## src/hdl/swj_pkg.sv

```systemverilog
package swj_pkg;

    // Fraction bits of the coordinate and width registers
    localparam int COORD_FRAC_BITS = 12;
    localparam int COORD_W         = 24;

    // Configuration port
    localparam int CFG_IDX_W  = 2;
    localparam int CFG_DATA_W = 24;

    localparam logic [CFG_IDX_W-1:0] CFG_HALF_WIDTH = 2'd0;
    localparam logic [CFG_IDX_W-1:0] CFG_EDGE_WIDTH = 2'd1;
    localparam logic [CFG_IDX_W-1:0] CFG_RECIP_EDGE = 2'd2;

    // Q1.16 unity and half
    localparam logic [16:0] ONE_Q16  = 17'd65536;
    localparam logic [16:0] HALF_Q16 = 17'd32768;

    // Register stages: nine per axis, two for the tensor product
    localparam int PIPE_DEPTH = 11;

    typedef struct packed {
        logic [22:0] half_width;
        logic [22:0] edge_width;
        logic [23:0] recip_edge;
        logic [27:0] a15;      // 15*a
        logic [35:0] a2q15;    // 15*round(a^2 / 2^16)
    } cfg_t;

    typedef struct packed {
        logic [16:0] v;        // value, Q1.16
        logic [23:0] s_mag;    // slope magnitude
        logic        s_neg;
        logic [32:0] c_mag;    // half-curvature magnitude
        logic        c_neg;
    } axis_jet_t;

    typedef struct packed {
        logic [16:0] val_00;
        logic [31:0] dx_10;
        logic [31:0] dy_01;
        logic [31:0] dxx_20;
        logic [31:0] dxy_11;
        logic [31:0] dyy_02;
        logic        inside_res;
    } res_t;

endpackage

```

## src/hdl/swj_cfg.sv

```systemverilog
module swj_cfg import swj_pkg::*;
(
    input  logic                  clk,
    input  logic                  rst_n,
    input  logic                  cfg_we,
    input  logic [CFG_IDX_W-1:0]  cfg_idx,
    input  logic [CFG_DATA_W-1:0] cfg_wdata,
    output cfg_t                  cfg
);

    logic [22:0] half_width_reg;
    logic [22:0] edge_width_reg;
    logic [23:0] recip_edge_reg;
    logic [32:0] a2q_reg;
    logic [27:0] a15_reg;
    logic [35:0] a2q15_reg;
    logic [47:0] a_sq;
    logic [48:0] a_sq_rnd;
    logic [32:0] a2q_next;

    always_comb
    begin
        a_sq     = 48'(cfg_wdata) * 48'(cfg_wdata);
        a_sq_rnd = 49'(a_sq) + 49'(HALF_Q16);
        a2q_next = a_sq_rnd[48:16];
    end

    always_ff @(posedge clk or negedge rst_n)
    begin
        if (!rst_n)
        begin
            half_width_reg <= 23'd4096;
            edge_width_reg <= 23'd1024;
            recip_edge_reg <= 24'd262144;
            a2q_reg        <= 33'd1048576;
            a15_reg        <= 28'd3932160;
            a2q15_reg      <= 36'd15728640;
        end
        else
        begin
            if (cfg_we)
            begin
                case (cfg_idx)
                    CFG_HALF_WIDTH: half_width_reg <= cfg_wdata[22:0];
                    CFG_EDGE_WIDTH: edge_width_reg <= cfg_wdata[22:0];
                    CFG_RECIP_EDGE:
                    begin
                        recip_edge_reg <= cfg_wdata;
                        a2q_reg        <= a2q_next;
                    end
                    default: ;
                endcase
            end
            // Derived scale factors follow the written register in the cycle after it
            a15_reg   <= (28'(recip_edge_reg) << 4) - 28'(recip_edge_reg);
            a2q15_reg <= (36'(a2q_reg) << 4) - 36'(a2q_reg);
        end
    end

    assign cfg.half_width = half_width_reg;
    assign cfg.edge_width = edge_width_reg;
    assign cfg.recip_edge = recip_edge_reg;
    assign cfg.a15        = a15_reg;
    assign cfg.a2q15      = a2q15_reg;

endmodule

```

## config.mk

```make
export PLATFORM = sky130hd
export DESIGN_NAME = swj_cfg
export DESIGN_NICKNAME = d
export VERILOG_FILES = /design/src/hdl/swj_pkg.sv /design/src/hdl/swj_cfg.sv
export SDC_FILE = /design/constraint.sdc
export NUM_CORES = 1
export LEC_CHECK = 0
export BUFFER_PORTS_ARGS = -buffer_cell sky130_fd_sc_hd__buf_2
export CORE_MARGIN = 5
export CORE_UTILIZATION = 60
export DETAILED_ROUTE_END_ITERATION = 7
export PLACE_DENSITY_LB_ADDON = 0.1
export SLEW_MARGIN = 10
export SYNTH_ARGS = -nofsm -noshare
export SYNTH_HDL_FRONTEND = slang
export SYNTH_SLANG_ARGS = --single-unit
```

## constraint.sdc

```tcl
create_clock -name clk -period 3.1 [get_ports clk]
set_input_delay 0.62 -clock clk [delete_from_list [all_inputs] [get_ports clk]]
set_output_delay 0.62 -clock clk [all_outputs]
set_load 0.03 [all_outputs]
```

==> flow_summary.toml, run 1 <==
[synth]
ys_warn_count = 0
synth_largest_type_area_fraction_pct = 34.3
total_of_flip_flops_plus_latches_after_synthesis = 167
syn-mean-instance-area_um2 = 9.49
synth_fa_ha_area_share_pct = 46.8
postSynth.topFlopCell = "sky130_fd_sc_hd__dfrtp_1"
synth_edf_count = 0
synth_largest_area_cell = "sky130_fd_sc_hd__fa_1"
yosysMostFrequentCell = "sky130_fd_sc_hd__inv_1"
register_area_share_after_synthesis_pct = 17.0
ys_top_cells_by_count = "sky130_fd_sc_hd__inv_1 (651), sky130_fd_sc_hd__fa_1 (423), sky130_fd_sc_hd__nand2_1 (266)"
synth.area.mux_share_pct = 1.90
synth_simple_gate_area_share_pct = 10.8
synth_top_family_by_area = "adder cells"
synth_fp_nets = 3300
yosys.cell_types.count = 70
async_reset_ff_share_pct = 100
parity_gate_share_of_the_synthesized_area_counting_xor_and_xnor_cells_pct = 3.12
synth_compound_gate_area_share_pct = 9.17
synth_area_um2 = 24700
synth.area.top_cells = "sky130_fd_sc_hd__fa_1 (34%), sky130_fd_sc_hd__dfrtp_1 (16%), sky130_fd_sc_hd__ha_1 (13%)"
postSynthCellCount = 2601

[layout]
nFillCells = 2716
nets = 3814
post_route_cells_drive_above_1_share_pct = 30.6
area_occupied_by_multi_input_gates_um2 = 19100
largest_reg_flops = 36
diodes = 0
areaGrowthSynthToFinish_pct = 28.9
register_area_um2 = 4190
layout.cell_area.non_filler_um2 = 31800

[detailed_routing]
drt_iter0_markers = 1070
drc = 0
routed_via_density = 5.42
postRouteAntennaNets = 0
avgRoutedWirePerCell_um = 18.6
finalWirelength_um = 68000
drtPass1Iterations = 5
routed-via-count = 19800

[worst_setup_path]
cp.required_ns = 3.50
cell_family_contributing_the_most_delay_on_the_critical_path = "adder cells"
ff2ff_setup_slack_ns = 0.23
critical_path.reg2reg.endpoint = "a2q15_reg[35]$_DFF_PN0_"
worst_path_most_repeated_cell = "sky130_fd_sc_hd__fa_1"
r2r.worst_path.cells = 10
critical_path.cell_chain = "buf_12, buf_4, nand2_2, fa_1, fa_1, inv_1, fa_1, inv_1, fa_1, inv_2, fa_1, fa_1, inv_1, fa_1, inv_2, ha_4, buf_6, nand4_1, nor2_4, nand3_4, a21o_4, and3_4, or4_1, o211ai_1"
timing.critical_path.buf_inv = 8
timing.critical_path.slowest_cell_delay_ns = 0.56
critical_path.max_fanout = 12
critical_path.endpoint_type = "flop"
regToRegStartpoint = "a2q_reg[1]$_DFFE_PN0P_"
worst_path_max_delay_cell = "sky130_fd_sc_hd__fa_1"
arrival_ns = 6.74
timing.critical_path.depth = 24
start_kind = "input pin"
crit_type = "in -> reg"
worst_setup_sp = "cfg_wdata[3]"

[clock_tree]
root_buffer = "sky130_fd_sc_hd__clkbuf_16"
clk_latency_ns = 0.50
cts_hold_repair.buffers = 0
clock-sinks = 167
cts_max_level = 4
clock_tree.buffer_depth = 2
cts-buffers-inserted = 17
cts_tree = "done"
clk_pin_slew_ns = 0.08

[global_routing]
global_route.usage.total_pct = 30.7
overflow = 0
antenna_found_initial = 0
grt_start_max_net_pins = 83
grt_first_pass_wirelength_um = 109000
first_global_vias = 21800

[hold_path]
timing.hold.worst.class = "in -> async"

[run]
cap_violations = 0

[timing]
tightestPinTransition_ns = 0.738
max_slew_margin_vs_limit_pct = 50.8
achievable-frequency_ghz = 0.158
drv_slew = 0
finalSetupTns_ns = -96.67
finalHoldViolations = 0
finalWorstPathRequiredPeriod_ns = 6.33
timing.final.ws_setup_ns = -3.23
rsz_0062_raised_after_global_routing = "true"
setup_violations = 33
layout_worst_path_cycle_share_pct = 204
finClkSkew_ns = 0.0246

[status]
result_of_the_run = "complete, but fails checks"
violations = "setup timing"

[die]
die_h_um = 213
placementRows = 74
initial_core_util_pct = 60.6
floorplan_die_area_um2 = 45300
ioPinCount = 163
core_region_area_um2 = 40700
die-width_um = 213

[placement]
postPlaceCellArea_um2 = 28800
port_buffers = 162
place_congestion = 0.926
detailedPlacementHpwl_um = 53200
-- kinds of logic after synthesis --
kind of cell | count (synthesis)
flip-flops | 167
multiplexers | 42
adder cells (fa/ha/maj) | 670
XOR/XNOR | 88
AND/OR/NAND/NOR | 553
AO/OA/AOI/OAI | 347
buffers and inverters | 734
-- stage by stage --
| stage | std cells | setup WS [ns] | hold WS, ns | util, % |
|---|---|---|---|---|
| 5_1_grt | 3660 | -3.39 | 0.228 | 78.1 |
| 6_report | 3660 | -3.23 | 0.177 | 78.1 |
| 4_1_cts | 3641 | -3.17 | 0.182 | 76.3 |
| 3_5_place_dp | 3547 | -4.02 | 0.469 | 70.7 |
| 2_1_floorplan | 2601 | -3.41 | 0.324 | - |
| 3_3_place_gp | 3547 | -3.99 | 0.462 | 70.7 |
-- worst max path at each step --
stage                              end  slack, ns
2_1_floorplan  a2q_reg[27]$_DFFE_PN0P_      -3.41
3_3_place_gp   a2q_reg[27]$_DFFE_PN0P_      -3.99
3_5_place_dp   a2q_reg[27]$_DFFE_PN0P_      -4.02
4_1_cts        a2q_reg[31]$_DFFE_PN0P_      -3.17
5_1_grt        a2q_reg[27]$_DFFE_PN0P_      -3.39
6_report       a2q_reg[26]$_DFFE_PN0P_      -3.23
-- timing repair --
action | in CTS | in global routing
resized for setup | 318 | 134
gates cloned | 2 | 1
buffers inserted | 60 | 21
setup endpoints to repair | 33 | 36
pin swaps | 151 | 108
-- routing by layer --
metal / track usage (%) / up-vias / wire length [um]
li1: - / 9063 / -
met1: 37.1 / 10100 / 25800
met2: 55.8 / 517 / 36800
met3: 4.13 / 176 / 2790
met4: 11.7 / 0 / 2720
met5: 0 / - / 0
-- worst reg2reg max path, cell delays in order (launching register included) --
cell and delay [ns]:
sky130_fd_sc_hd__dfrtp_1 0.45, sky130_fd_sc_hd__ha_1 0.40, sky130_fd_sc_hd__a21o_1 0.23, sky130_fd_sc_hd__a32o_1 0.25, sky130_fd_sc_hd__o2bb2ai_2 0.20, sky130_fd_sc_hd__o21ai_1 0.14, sky130_fd_sc_hd__a221o_1 0.38, sky130_fd_sc_hd__o21ai_1 0.24
sky130_fd_sc_hd__o21ai_1 0.14, sky130_fd_sc_hd__nor4_2 0.20, sky130_fd_sc_hd__xnor2_1 0.16
-- final cells by class --
class	count	area share (%)
Multi-Input combinational cell	1700	59.9
Inverter	651	7.68
Clock inverter	15	0.649
Sequential cell	167	13.2
Clock buffer	17	1.34
Tap cell	532	2.09
Timing Repair Buffer	578	15.1
-- cells in the final DEF (no fill, tap or decap), types with 24 or more instances in the layout --
| cell | n |
|---|---|
| sky130_fd_sc_hd__inv_1 | 606 |
| sky130_fd_sc_hd__fa_1 | 379 |
| sky130_fd_sc_hd__buf_4 | 334 |
| sky130_fd_sc_hd__nand2_1 | 228 |
| sky130_fd_sc_hd__ha_1 | 220 |
| sky130_fd_sc_hd__dfrtp_1 | 155 |
| sky130_fd_sc_hd__buf_2 | 137 |
| sky130_fd_sc_hd__and2_1 | 90 |
| sky130_fd_sc_hd__a21oi_1 | 70 |
| sky130_fd_sc_hd__o21ai_0 | 59 |
| sky130_fd_sc_hd__buf_6 | 59 |
| sky130_fd_sc_hd__xnor2_1 | 54 |
| sky130_fd_sc_hd__inv_2 | 45 |
| sky130_fd_sc_hd__a21o_1 | 45 |
| sky130_fd_sc_hd__fa_2 | 44 |
| sky130_fd_sc_hd__nor2_1 | 40 |
| sky130_fd_sc_hd__mux2_2 | 39 |
| sky130_fd_sc_hd__buf_12 | 35 |
| sky130_fd_sc_hd__and2_4 | 31 |
| sky130_fd_sc_hd__xor2_1 | 28 |
| sky130_fd_sc_hd__o21ai_1 | 26 |
| sky130_fd_sc_hd__nand2_2 | 25 |
| sky130_fd_sc_hd__ha_4 | 24 |
Power of run 1 is not shown: default switching activity piles up to over one toggle a cycle in this logic, so the estimate is an artifact.
==> run 2, diff against run 1 <==
- ABC_AREA: unset -> 1
==> flow_summary.toml, run 2 <==
[global_routing]
grt_first_pass_wirelength_um = 129000
met2_capacity_usage_during_global_routing_pct = 56.8
m1_gr_usage_pct = 41.6
overflow = 0
gr_met3_demand_resource_pct = 4.87
antenna_found_initial = 0
grt_start_max_net_pins = 59
gr-max-usage-layer = "met2"
global_route.usage.total_pct = 32.4
first_global_vias = 25300

[worst_setup_path]
timing.critical_path.slowest_cell_delay_ns = 0.55
worst_path_max_delay_cell = "sky130_fd_sc_hd__fa_1"
arrival_ns = 6.16
critical_path.max_fanout = 8
cp.required_ns = 3.44
ff2ff_setup_slack_ns = 0.70
worst_path_most_repeated_cell = "sky130_fd_sc_hd__fa_1"
critical_path.endpoint_type = "flop"
crit_type = "in -> reg"
start_kind = "input pin"

[placement]
place_congestion = 0.926
port_buffers = 162
postPlaceCellArea_um2 = 31100
detailedPlacementHpwl_um = 66600

[detailed_routing]
routed-via-count = 24100
finalWirelength_um = 82300
drt_iter0_markers = 1942
routed_via_density = 5.27
postRouteAntennaNets = 0
avgRoutedWirePerCell_um = 18.0
drc = 0
drtPass1Iterations = 6

[status]
result_of_the_run = "complete, but fails checks"
violations = "setup timing"

[die]
die-width_um = 222
floorplan_die_area_um2 = 49200
initial_core_util_pct = 60.7
placementRows = 77
die_h_um = 222
ioPinCount = 163
core_region_area_um2 = 44300

[synth]
yosysMostFrequentCell = "sky130_fd_sc_hd__inv_1"
register_area_share_after_synthesis_pct = 15.6
async_reset_ff_share_pct = 100
total_of_flip_flops_plus_latches_after_synthesis = 167
ys_top_cells_by_count = "sky130_fd_sc_hd__inv_1 (1013), sky130_fd_sc_hd__nand2_1 (885), sky130_fd_sc_hd__fa_1 (423)"
yosys.cell_types.count = 42
synth_area_um2 = 26900
syn-mean-instance-area_um2 = 7.66
parity_gate_share_of_the_synthesized_area_counting_xor_and_xnor_cells_pct = 2.02
synth_top_family_by_area = "adder cells"
synth_largest_area_cell = "sky130_fd_sc_hd__fa_1"
postSynth.topFlopCell = "sky130_fd_sc_hd__dfrtp_1"
synth.area.mux_share_pct = 0
synth.area.top_cells = "sky130_fd_sc_hd__fa_1 (31%), sky130_fd_sc_hd__dfrtp_1 (14%), sky130_fd_sc_hd__inv_1 (14%)"
synth_fa_ha_area_share_pct = 42.9
ys_warn_count = 0
synth_fp_nets = 4211
postSynthCellCount = 3512
synth_compound_gate_area_share_pct = 5.73
synth_largest_type_area_fraction_pct = 31.5
synth_simple_gate_area_share_pct = 18.6
synth_edf_count = 0

[timing]
finalHoldViolations = 0
rsz_0062_raised_after_global_routing = "true"
finClkSkew_ns = 0.0106
tightestPinTransition_ns = 0.916
finalSetupTns_ns = -87.17
max_slew_margin_vs_limit_pct = 39.0
setup_violations = 33
timing.final.ws_setup_ns = -2.72
layout_worst_path_cycle_share_pct = 188
drv_slew = 0
finalWorstPathRequiredPeriod_ns = 5.82
achievable-frequency_ghz = 0.172

[clock_tree]
clock-sinks = 167
clk_pin_slew_ns = 0.07
root_buffer = "sky130_fd_sc_hd__clkbuf_16"
clk_latency_ns = 0.44
cts-buffers-inserted = 17
cts_tree = "done"
cts_hold_repair.buffers = 0
clock_tree.buffer_depth = 2
cts_max_level = 4

[run]
cap_violations = 0

[layout]
post_route_cells_drive_above_1_share_pct = 24.8
final_cell_mix = "sky130_fd_sc_hd__inv_1 (928), sky130_fd_sc_hd__nand2_1 (719), sky130_fd_sc_hd__fa_1 (388), sky130_fd_sc_hd__buf_4 (296), sky130_fd_sc_hd__ha_1 (215)"
diodes = 0
areaGrowthSynthToFinish_pct = 25.7
nets = 4667
largest_reg_flops = 36
most_common_cell_after_layout_fill_and_taps_aside = "sky130_fd_sc_hd__inv_1"
layout.cell_area.non_filler_um2 = 33800

[hold_path]
timing.hold.worst.class = "in -> async"
-- run 2: logic make-up after synthesis --
family	Yosys count
and+or+nand+nor	1251
buffers and inverters	1086
adders and majority gates	670
AOI/OAI and AO/OA	276
DFF	167
xor gates and xnor gates	62
-- run 2: path summary, 6_finish.rpt --
kind / startpoint / to / cells past startpoint
setup / recovery: cfg_wdata[5] / a2q_reg[32]$_DFFE_PN0P_ / 29
hold / removal: rst_n / a15_reg[17]$_DFF_PN0_ / 1
setup reg to reg: a2q_reg[3]$_DFFE_PN0P_ / a2q15_reg[34]$_DFF_PN0_ / 8
hold reg to reg: edge_width_reg[3]$_DFFE_PN0P_ / edge_width_reg[3]$_DFFE_PN0P_ / 2
max in group asynchronous: rst_n / a2q_reg[20]$_DFFE_PN1P_ / 2
min in group clk: edge_width_reg[3]$_DFFE_PN0P_ / edge_width_reg[3]$_DFFE_PN0P_ / 2
-- run 2: stage by stage --
stage | util, % | setup WS (ns) | hold slack [ns] | std cells
global route | 76.4 | -2.99 | 0.170 | 4573
detailed placement | 70.1 | -3.52 | 0.468 | 4494
global placement | 70.1 | -3.44 | 0.462 | 4494
CTS | 74.2 | -2.60 | 0.127 | 4549
floorplan | - | -2.76 | 0.324 | 3512
finish | 76.4 | -2.72 | 0.120 | 4573
-- run 2: repair_timing --
action / 4_1_cts / 5_1_grt
endpoints found under the setup margin: 33 / 33
gates resized for setup: 309 / 222
pin swaps: 106 / 115
cloned: 0 / 0
setup buffers: 23 / 24
-- run 2: routing by layer --
| layer | up-vias | share of wire (%) |
|---|---|---|
| li1 | 11200 | - |
| met2 | 937 | 50 |
| met1 | 11700 | 40 |
| met3 | 244 | 6.0 |
| met4 | 0 | 4.0 |
| met5 | - | 0 |
-- run 2: cell type report --
| type | count | area (um2) |
|---|---|---|
| multi-input cells | 2259 | 20400 |
| fillers | 3144 | 10500 |
| flip-flops and latches | 167 | 4190 |
| repair buffers | 509 | 4150 |
| inverters | 1014 | 3830 |
| well taps | 592 | 741 |
| clock buffers | 20 | 437 |
| clock inverters | 12 | 123 |
-- run 2: worst max-delay path: cells and delay by family --
family	cells	cell delay, ns
adders and majority gates	8	3.87
and+or+nand+nor	11	0.97
buffers and inverters	10	0.70
Power of run 2 is left out for the same reason.
